[src/rtl/core/bfi_pkg.sv]
package bfi_pkg;

    // Store sizes and the address widths that follow from them.
    localparam int PROGRAM_DEPTH = 1024;
    localparam int TAPE_DEPTH    = 4096;
    localparam int PA_W          = $clog2(PROGRAM_DEPTH);
    localparam int PC_W          = $clog2(PROGRAM_DEPTH + 1);
    localparam int TA_W          = $clog2(TAPE_DEPTH);

    localparam logic [TA_W-1:0] TAPE_LAST   = TA_W'(TAPE_DEPTH - 1);
    localparam logic [PC_W-1:0] PROGRAM_MAX = PC_W'(PROGRAM_DEPTH);

    // Stream payload widths.
    localparam int S_DATA_W = 8;
    localparam int S_USER_W = 2;
    localparam int M_DATA_W = 24;
    localparam int M_USER_W = 5;

    // Command characters.
    localparam logic [7:0] CH_RIGHT = 8'h3E;
    localparam logic [7:0] CH_LEFT  = 8'h3C;
    localparam logic [7:0] CH_INC   = 8'h2B;
    localparam logic [7:0] CH_DEC   = 8'h2D;
    localparam logic [7:0] CH_OUT   = 8'h2E;
    localparam logic [7:0] CH_IN    = 8'h2C;
    localparam logic [7:0] CH_OPEN  = 8'h5B;
    localparam logic [7:0] CH_CLOSE = 8'h5D;

    typedef enum logic [1:0] {
        CMD_APPEND     = 2'd0,
        CMD_EXECUTE    = 2'd1,
        CMD_RESTART    = 2'd2,
        CMD_CLEAR_PROG = 2'd3
    } cmd_t;

    // Datapath operation requested by the controller in each cycle.
    typedef enum logic [3:0] {
        DP_NOP,
        DP_CAPTURE,
        DP_APPEND,
        DP_CLEAR_PROG,
        DP_RESTART,
        DP_CLEAR_STEP,
        DP_FETCH,
        DP_EXECUTE,
        DP_SCAN_F_START,
        DP_SCAN_B_START,
        DP_SCAN_READ,
        DP_SCAN_CHECK,
        DP_FAIL,
        DP_RESULT
    } dp_op_t;

    typedef enum logic [3:0] {
        ST_RST_CLEAR,
        ST_IDLE,
        ST_DISPATCH,
        ST_RESTART_CLEAR,
        ST_DECODE,
        ST_SCAN_ISSUE,
        ST_SCAN_CHECK,
        ST_DONE
    } state_t;

    typedef struct packed {
        cmd_t command;
        logic halted;
        logic op_open;
        logic op_close;
        logic cell_zero;
        logic scan_end;
        logic scan_hit;
        logic clr_last;
        logic out_busy;
    } status_t;

endpackage

[src/rtl/core/bfi_ctrl.sv]
// Sequencer for the interpreter: decides which datapath operation runs in each cycle.
module bfi_ctrl
(
    input  logic               clk,
    input  logic               rst_n,
    input  logic               s_tvalid,
    output logic               s_tready,
    input  bfi_pkg::status_t   status,
    output bfi_pkg::dp_op_t    op
);

    bfi_pkg::state_t state_reg;
    bfi_pkg::state_t state_next;

    always_ff @(posedge clk or negedge rst_n)
    begin
        if (!rst_n)
        begin
            state_reg <= bfi_pkg::ST_RST_CLEAR;
        end
        else
        begin
            state_reg <= state_next;
        end
    end

    always_comb
    begin
        state_next = state_reg;
        unique case (state_reg)
            bfi_pkg::ST_RST_CLEAR:
            begin
                if (status.clr_last)
                begin
                    state_next = bfi_pkg::ST_IDLE;
                end
            end
            bfi_pkg::ST_IDLE:
            begin
                if (s_tvalid)
                begin
                    state_next = bfi_pkg::ST_DISPATCH;
                end
            end
            bfi_pkg::ST_DISPATCH:
            begin
                unique case (status.command)
                    bfi_pkg::CMD_RESTART:
                    begin
                        state_next = bfi_pkg::ST_RESTART_CLEAR;
                    end
                    bfi_pkg::CMD_EXECUTE:
                    begin
                        state_next = status.halted ? bfi_pkg::ST_DONE : bfi_pkg::ST_DECODE;
                    end
                    default:
                    begin
                        state_next = bfi_pkg::ST_DONE;
                    end
                endcase
            end
            bfi_pkg::ST_RESTART_CLEAR:
            begin
                if (status.clr_last)
                begin
                    state_next = bfi_pkg::ST_DONE;
                end
            end
            bfi_pkg::ST_DECODE:
            begin
                if ((status.op_open && status.cell_zero) ||
                    (status.op_close && !status.cell_zero))
                begin
                    state_next = bfi_pkg::ST_SCAN_ISSUE;
                end
                else
                begin
                    state_next = bfi_pkg::ST_DONE;
                end
            end
            bfi_pkg::ST_SCAN_ISSUE:
            begin
                state_next = status.scan_end ? bfi_pkg::ST_DONE : bfi_pkg::ST_SCAN_CHECK;
            end
            bfi_pkg::ST_SCAN_CHECK:
            begin
                state_next = status.scan_hit ? bfi_pkg::ST_DONE : bfi_pkg::ST_SCAN_ISSUE;
            end
            bfi_pkg::ST_DONE:
            begin
                if (!status.out_busy)
                begin
                    state_next = bfi_pkg::ST_IDLE;
                end
            end
            default:
            begin
                state_next = bfi_pkg::ST_IDLE;
            end
        endcase
    end

    always_comb
    begin
        op       = bfi_pkg::DP_NOP;
        s_tready = 1'b0;
        unique case (state_reg)
            bfi_pkg::ST_RST_CLEAR,
            bfi_pkg::ST_RESTART_CLEAR:
            begin
                op = bfi_pkg::DP_CLEAR_STEP;
            end
            bfi_pkg::ST_IDLE:
            begin
                s_tready = 1'b1;
                if (s_tvalid)
                begin
                    op = bfi_pkg::DP_CAPTURE;
                end
            end
            bfi_pkg::ST_DISPATCH:
            begin
                unique case (status.command)
                    bfi_pkg::CMD_APPEND:     op = bfi_pkg::DP_APPEND;
                    bfi_pkg::CMD_CLEAR_PROG: op = bfi_pkg::DP_CLEAR_PROG;
                    bfi_pkg::CMD_RESTART:    op = bfi_pkg::DP_RESTART;
                    bfi_pkg::CMD_EXECUTE:
                    begin
                        op = status.halted ? bfi_pkg::DP_NOP : bfi_pkg::DP_FETCH;
                    end
                    default:                 op = bfi_pkg::DP_NOP;
                endcase
            end
            bfi_pkg::ST_DECODE:
            begin
                priority if (status.op_open && status.cell_zero)
                begin
                    op = bfi_pkg::DP_SCAN_F_START;
                end
                else if (status.op_close && !status.cell_zero)
                begin
                    op = bfi_pkg::DP_SCAN_B_START;
                end
                else
                begin
                    op = bfi_pkg::DP_EXECUTE;
                end
            end
            bfi_pkg::ST_SCAN_ISSUE:
            begin
                op = status.scan_end ? bfi_pkg::DP_FAIL : bfi_pkg::DP_SCAN_READ;
            end
            bfi_pkg::ST_SCAN_CHECK:
            begin
                op = bfi_pkg::DP_SCAN_CHECK;
            end
            bfi_pkg::ST_DONE:
            begin
                if (!status.out_busy)
                begin
                    op = bfi_pkg::DP_RESULT;
                end
            end
            default:
            begin
                op = bfi_pkg::DP_NOP;
            end
        endcase
    end

endmodule

[config.mk]
export PLATFORM = sky130hd
export DESIGN_NAME = bfi_ctrl
export DESIGN_NICKNAME = d
export VERILOG_FILES = /design/src/rtl/core/bfi_pkg.sv /design/src/rtl/core/bfi_ctrl.sv
export SDC_FILE = /design/constraint.sdc
export NUM_CORES = 1
export LEC_CHECK = 0
export ABC_AREA = 1
export BUFFER_PORTS_ARGS = -buffer_cell sky130_fd_sc_hd__buf_4
export CORE_AREA = 2 2 39 41
export CTS_CLUSTER_SIZE = 10
export DETAILED_ROUTE_END_ITERATION = 8
export DIE_AREA = 0 0 41 43
export HOLD_SLACK_MARGIN = 0.08
export PLACE_DENSITY = 0.67
export SYNTH_ARGS = -nofsm -noshare
export SYNTH_HDL_FRONTEND = slang
export SYNTH_SLANG_ARGS = --single-unit
[constraint.sdc]
create_clock -name clk -period 1.6 [get_ports clk]
set_input_delay 0.08 -clock clk [delete_from_list [all_inputs] [get_ports clk]]
set_output_delay 0.08 -clock clk [all_outputs]
set_load 0.02 [all_outputs]
======== Word-level counts from Yosys, hierarchy flattened ========
Cells that the tools add are included.
word-level totals
  register bits ........................... 4
cells by class
  equality and inequality tests ........... 14
  multiplexer cells ....................... 19
  reductions and logical operators ........ 8
operator list
  kind                                                 count
  one-hot mux 4 bit (8 select lines)                   1
  two-way mux 4 bit                                    7
  one-hot mux 4 bit (7 select lines)                   1
  equality test 4 x 3 -> 1 bit, second input constant  4
  one-hot mux 4 bit (4 select lines)                   1
  equality test 4 x 2 -> 1 bit, second input constant  2
  inequality test 2 bit, second input constant         4
  two-way mux 2 bit                                    3
  two-way mux 3 bit                                    2
  one-hot mux 3 bit (2 select lines)                   1
  equality test 2 bit, second input constant           2
  equality test 4 x 1 -> 1 bit, second input constant  1
  zero test 4 bit                                      1
  AND reduction 4 bit                                  1
  two-way mux 1 bit                                    3
  equality test 2 x 1 -> 1 bit, second input constant  1
  logical AND 1 bit                                    2
  zero test 2 bit                                      1
  OR reduction 2 bit                                   1
  zero test 1 bit                                      1
  logical OR 1 bit                                     1

======== Depth between registers and ports, before layout ========
Gate-level depths: netlist of run 1.
  depth after elaboration ................. 5
  gate-level depth with buffers ........... 10

======== Worst setup path after synthesis of run 1 ========
Ideal clock, no wire load.
  path type ............................... reg-to-output
  start point ............................. register state_reg[2]
  end point ............................... output port op[0]
  data arrival time ....................... 1.096 ns
  slack ................................... 0.424 ns
  cell stages (with the launch flop) ...... 6
  cells stage by stage .................... dfrtp_1 -> inv_2 -> nand3_2 -> inv_1 -> a21oi_1 -> nand3_1
on the way
  cells in the longest elaborated chain, start to end .. 3
ends and longest elaborated chain
  what                                                             line             RTL
  start, declared                                                  bfi_ctrl.sv:12   bfi_pkg::state_t state_reg;
  start signal, assigned                                           bfi_ctrl.sv:19   state_reg <= bfi_pkg::ST_RST_CLEAR;
  start signal, assigned                                           bfi_ctrl.sv:23   state_reg <= state_next;
  equality test 4 x 2 -> 1 bit or zero test 4 bit (tied branches)  bfi_ctrl.sv:107  unique case (state_reg)
  OR reduction 2 bit                                               bfi_ctrl.sv:107
  one-hot mux 4 bit (7 select lines) *                             bfi_ctrl.sv:107
  end, declared                                                    bfi_ctrl.sv:9    output bfi_pkg::dp_op_t op
Mark *: on every way between the ends. The rest lies on a longest branch, timed or not.

======== Final worst setup path of run 1 ========
  start point ............................. register state_reg[0]
  end point ............................... output port op[2]
The elaborated chain is that of the path after synthesis.

==> flow_summary.yaml, run 1 <==
place:
  dp_hpwl_um: 998
  dp_slack_ps: 157
  gp_congestion: 0.763
  port_buffers: 17
power:
  ir_drop_v: 0.000966
  p_leak_nw: 0.462
  p_per_area_mw_per_mm2: 1970
grt:
  grt_pass1_wl_um: 1930
  grt_pass1_vias: 491
  busiest_layer: "met2"
  antenna_found_initial: 0
  grt_max_degree: 13
  gr-usage-all-layers_pct: 15.5
  grtUsageMet1_pct: 22.4
  use_met3_pct: 3.14
  use_met2_pct: 22.8
  overflow: 0
detailed_routing:
  antenna_left: 0
  num_vias: 618
  drt_wl_total_um: 1330
  drc_errors: 0
  vias_per_cell: 4.65
  drtIter0Drc: 18
  first_pass_iters: 4
  wl_per_cell_um: 9.99
setup_path:
  cpMostUsedCell: "buf_4"
  cp-start-kind: "flip-flop"
  crit_fanout: 7
  crit_chain: "buf_4, nand2_1, nand3_2, inv_1, nor2_1, nand4_1, buf_4"
  critPathCaptureType: "primary output"
  crit_start: "state_reg[0]"
  cpPeakStageDelay_ps: 420
  slowest_stage: "dfrtp_2"
  crit_type: "reg2out"
  cp.required_ps: 1520
  arrival_ps: 1420
  r2r-start: "state_reg[1]"
timing:
  clock_skew_ps: 3.69
  rsz0062_at_grt: "false"
  hold_viol_final: 0
  worst_slack_ps: 103
  fin_crit_sh_pct: 93.6
  slew_headroom_pct: 85.5
  setup_tns_ps: 0
  setup_viol: 0
  max_clock_freq_mhz: 668
  finalCriticalPeriod_ps: 1500
  worst_pin_slew_ps: 215
  drv_slew: 0
die:
  coreArea_mm2: 0.00138
  rows: 14
  die_area_mm2: 0.00176
  initial_utilization_pct: 39.9
  die_w_um: 41
  die_h_um: 43
  num_io_pins: 18
logic_synthesis:
  synth.distinct_cells: 20
  synth_seq_cells: 3
  syn_inst: 91
  yosysWarnings: 0
  synth_area_per_cell_um2: 6.06
  synth_nets: 109
  syn-cell-area_um2: 552
  ys_seq_area_share_pct: 13.6
cells_and_area:
  num_antenna_cells: 0
  nets: 136
  largest_reg_flops: 3
  fin_util_pct: 55.9
  area_delta_synth_final_pct: 40.1
  final_common_cell: "buf_4"
  drive_above_1_share_pct: 37.6
  final_cell_mix: "buf_4 (21), nand2_1 (20), inv_1 (14)"
clock_tree:
  cts_htree_levels: 1
  cts_sinks: 3
  cts_buffer_depth: 2
  clockRootBuffer: "clkbuf_4"
  tritoncts: "done"
  clkLatencyLatePin_ps: 240
  clkTransAtPathRegs_ps: 40
  cts_buffers: 3
outcome:
  run_status: "completed"
flow_run:
  drv_cap: 0
min_path:
  hp-class: "in2async"
-- per-stage QoR --
| step | std cells | area, µm² | power (mW) | hold WS (ps) |
|---|---|---|---|---|
| 3_3_place_gp | 123 | 684 | 1.23 | -131 |
| 6_report | 133 | 773 | 1.52 | 159 |
| 4_1_cts | 128 | 723 | 1.38 | 164 |
| 2_1_floorplan | 91 | 552 | 0.976 | -216 |
| 3_5_place_dp | 123 | 684 | 1.23 | -129 |
| 5_1_grt | 133 | 773 | 1.68 | 160 |
-- worst max-delay path: cells and delay by family, from the launching register on --
kind	cells	cell delay, ps
DFF	1	420
buffers and inverters	3	390
and+or+nand+nor	4	380
-- synthesized netlist by cell type (all sizes together) --
| cell | count | area share, % |
|---|---|---|
| nand2 | 22 | 17 |
| inv | 18 | 12 |
| nor2 | 17 | 14 |
| nand3 | 9 | 13 |
| a21oi | 6 | 5.4 |
| ha | 5 | 11 |
| o21ai | 5 | 5.2 |
| dfrtp | 3 | 14 |
| buf | 2 | 4.1 |
| nand4 | 2 | 2.3 |
| a31oi | 1 | 1.1 |
| o31ai | 1 | 1.4 |
-- where the power goes --
part	internal (mW)	total (mW)	leakage, nW	switching, mW
Clock	0.0938	0.137	0.0150	0.0437
Sequential	0.125	0.201	0.0336	0.0754
Combinational	0.508	1.19	0.413	0.678
-- cells by family after synthesis --
family	Yosys count	share of synthesized area, %
simple gates	50	45.6
buf+inv	20	16.3
compound gates	13	13.2
fa+ha+maj	5	11.3
flops	3	13.6
-- timing repair --
action                                  CTS  global route
gates resized for setup                   2             2
endpoints found under the hold margin     3             0
hold buffers                              1             0
cloned                                    0             0
buffers inserted                          0             5
endpoints found under the setup margin    3             3
-- final timing paths --
path	to	slack [ps]	cells after the start
min in group clk	state_reg[1]	190	6
worst min register to register	state_reg[2]	710	2
worst max register to register	state_reg[2]	330	6
max in group asynchronous	state_reg[1]	1340	2
worst max-delay path	op[2]	100	7
worst min-delay path	state_reg[0]	160	2
-- area by class of cell --
| class | instances | area (µm²) |
|---|---|---|
| Clock buffer | 4 | 26.3 |
| Fill cell | 145 | 611 |
| Inverter | 18 | 67.6 |
| Multi-Input combinational cell | 68 | 389 |
| Sequential cell | 3 | 77.6 |
| Tap cell | 16 | 20.0 |
| Timing Repair Buffer | 24 | 193 |
-- routing by layer --
metal / routed length [µm] / part of all wire [%]
met2: 613 / 46
met3: 68 / 5.1
met5: 0 / 0
met1: 647 / 49
met4: 0 / 0
(Power assumes the default switching activity.)
==> inputs of run 2 (changes only) <==
Settings changed: BUFFER_PORTS_ARGS -buffer_cell sky130_fd_sc_hd__buf_4 to unset, CTS_CLUSTER_DIAMETER set to 200, DONT_BUFFER_PORTS set to 1, PLACE_DENSITY 0.67 to unset.
==> flow_summary.yaml, run 2 (synthesis gave the netlist of run 1 again) <==
die:
  rows: 14
  die_area_mm2: 0.00176
  die_h_um: 43
  die_w_um: 41
  num_io_pins: 18
  initial_utilization_pct: 39.9
  coreArea_mm2: 0.00138
setup_path:
  cp-start-kind: "flip-flop"
  slowest_stage: "dfrtp_2"
  crit_fanout: 6
  critPathBufInv: 2
  arrival_ps: 1450
  cp_top_family: "simple AND/OR/NAND/NOR gates"
  critPathCaptureType: "primary output"
  cpMostUsedCell: "nor2_1"
  crit_chain: "buf_6, nor2_1, nand2_1, nor2_1, inv_1, nand4_1"
  rrSetupSlack_ps: 230
  crit_type: "reg2out"
  cpPeakStageDelay_ps: 440
  cp.required_ps: 1520
grt:
  overflow: 0
  grt_pass1_vias: 493
  grt_pass1_wl_um: 1790
  gr-usage-all-layers_pct: 14.8
  antenna_found_initial: 0
  grt_max_degree: 13
detailed_routing:
  antenna_left: 0
  drtIter0Drc: 5
  vias_per_cell: 4.90
  num_vias: 559
  first_pass_iters: 3
  drt_wl_total_um: 1170
  drc_errors: 0
  wl_per_cell_um: 10.3
clock_tree:
  cts_buffer_depth: 2
  clkTransAtPathRegs_ps: 40
  tritoncts: "done"
  cts_htree_levels: 1
  cts_sinks: 3
  cts_buffers: 3
  clkLatencyLatePin_ps: 220
  clockRootBuffer: "clkbuf_4"
power:
  ir_drop_v: 0.00105
  p_per_area_mw_per_mm2: 2030
  p_leak_nw: 0.375
timing:
  worst_pin_slew_ps: 284
  clock_skew_ps: 2.31
  hold_viol_final: 0
  setup_viol: 0
  fin_crit_sh_pct: 95.7
  drv_slew: 0
  finalCriticalPeriod_ps: 1530
  max_clock_freq_mhz: 653
  slew_headroom_pct: 81.0
place:
  place_area_um2: 564
  port_buffers: 0
  dp_hpwl_um: 994
  dp_cells: 107
  gp_congestion: 0.875
min_path:
  hp-class: "in2async"
outcome:
  run_status: "completed"
cells_and_area:
  largest_reg_flops: 3
  final_area_um2: 627
  area_delta_synth_final_pct: 13.6
  drive_above_1_share_pct: 24.5
  final_cell_mix: "nand2_1 (20), inv_1 (15), nor2_1 (14)"
  nets: 117
  final_cells: 114
  final_common_cell: "nand2_1"
  num_antenna_cells: 0
flow_run:
  drv_cap: 0
## run 2: cell count changes in the layout (fill, tap and decap cells not counted)
cell | previous run | this run
nand3_2 | 5 | 6
buf_6 | 0 | 1
buf_12 | 1 | 0
buf_4 | 21 | 3
nor2_2 | 3 | 2
inv_1 | 14 | 15
inv_2 | 4 | 3
nor2_1 | 13 | 14
nand3_1 | 4 | 3
buf_2 | 1 | 0
## run 2: stage by stage
| step | utilization [%] | hold WS [ps] | setup WS [ps] | power, mW | setup TNS [ps] |
|---|---|---|---|---|---|
| 2_1_floorplan | - | -216 | 424 | 0.976 | 0 |
| 3_3_place_gp | 40.8 | -216 | 204 | 1.08 | 0 |
| 3_5_place_dp | 40.8 | -216 | 196 | 1.09 | 0 |
| 4_1_cts | 43.5 | 92.0 | 6.26 | 1.23 | 0 |
| 5_1_grt | 45.3 | 101 | -20.3 | 1.41 | -20.3 |
| 6_report | 45.3 | 95.1 | 69.0 | 1.27 | 0 |
## run 2: layout make-up
type,count,area (µm²)
fill,160,757
multi-input combinational,68,392
sequential,3,77.6
inverter,18,67.6
timing repair buffer,5,43.8
clock buffer,4,26.3
tap,16,20.0
## run 2: worst register-to-register path, delay by kind of cell (launching register included)
family,cells,cell delay (ps)
buf+inv,2,290
flops,1,440
simple gates,8,520
## run 2: final timing paths
kind	from	end	cells past startpoint
max	state_reg[0]	op[2]	6
min	rst_n	state_reg[1]	1
max reg2reg	state_reg[0]	state_reg[0]	10
min reg2reg	state_reg[0]	state_reg[0]	2
max in group asynchronous	rst_n	state_reg[0]	1
min in group clk	status[0]	state_reg[2]	2
## run 2: what timing repair did
item,CTS,global route
cloned,0,0
resized for setup,1,3
pin swaps,0,2
hold buffers,1,0
endpoints found under the setup margin,1,3
hold endpoints to repair,3,0
buffers inserted,0,2
## run 2: per-layer routing
metal  GRT usage [%]  vias to the layer above  wire length [µm]
li1                -                      298                 -
met1            18.0                      246               541
met2            24.7                       13               581
met5               0                        -                 0
met4            6.00                        0                13
met3            1.57                        2                37
## run 2: power breakdown
group	switching [mW]	leakage (nW)	total, mW	internal (mW)
logic	0.597	0.326	0.915	0.318
clock network	0.0351	0.0150	0.128	0.0932
registers	0.101	0.0336	0.226	0.125
total	0.734	0.375	1.27	0.536
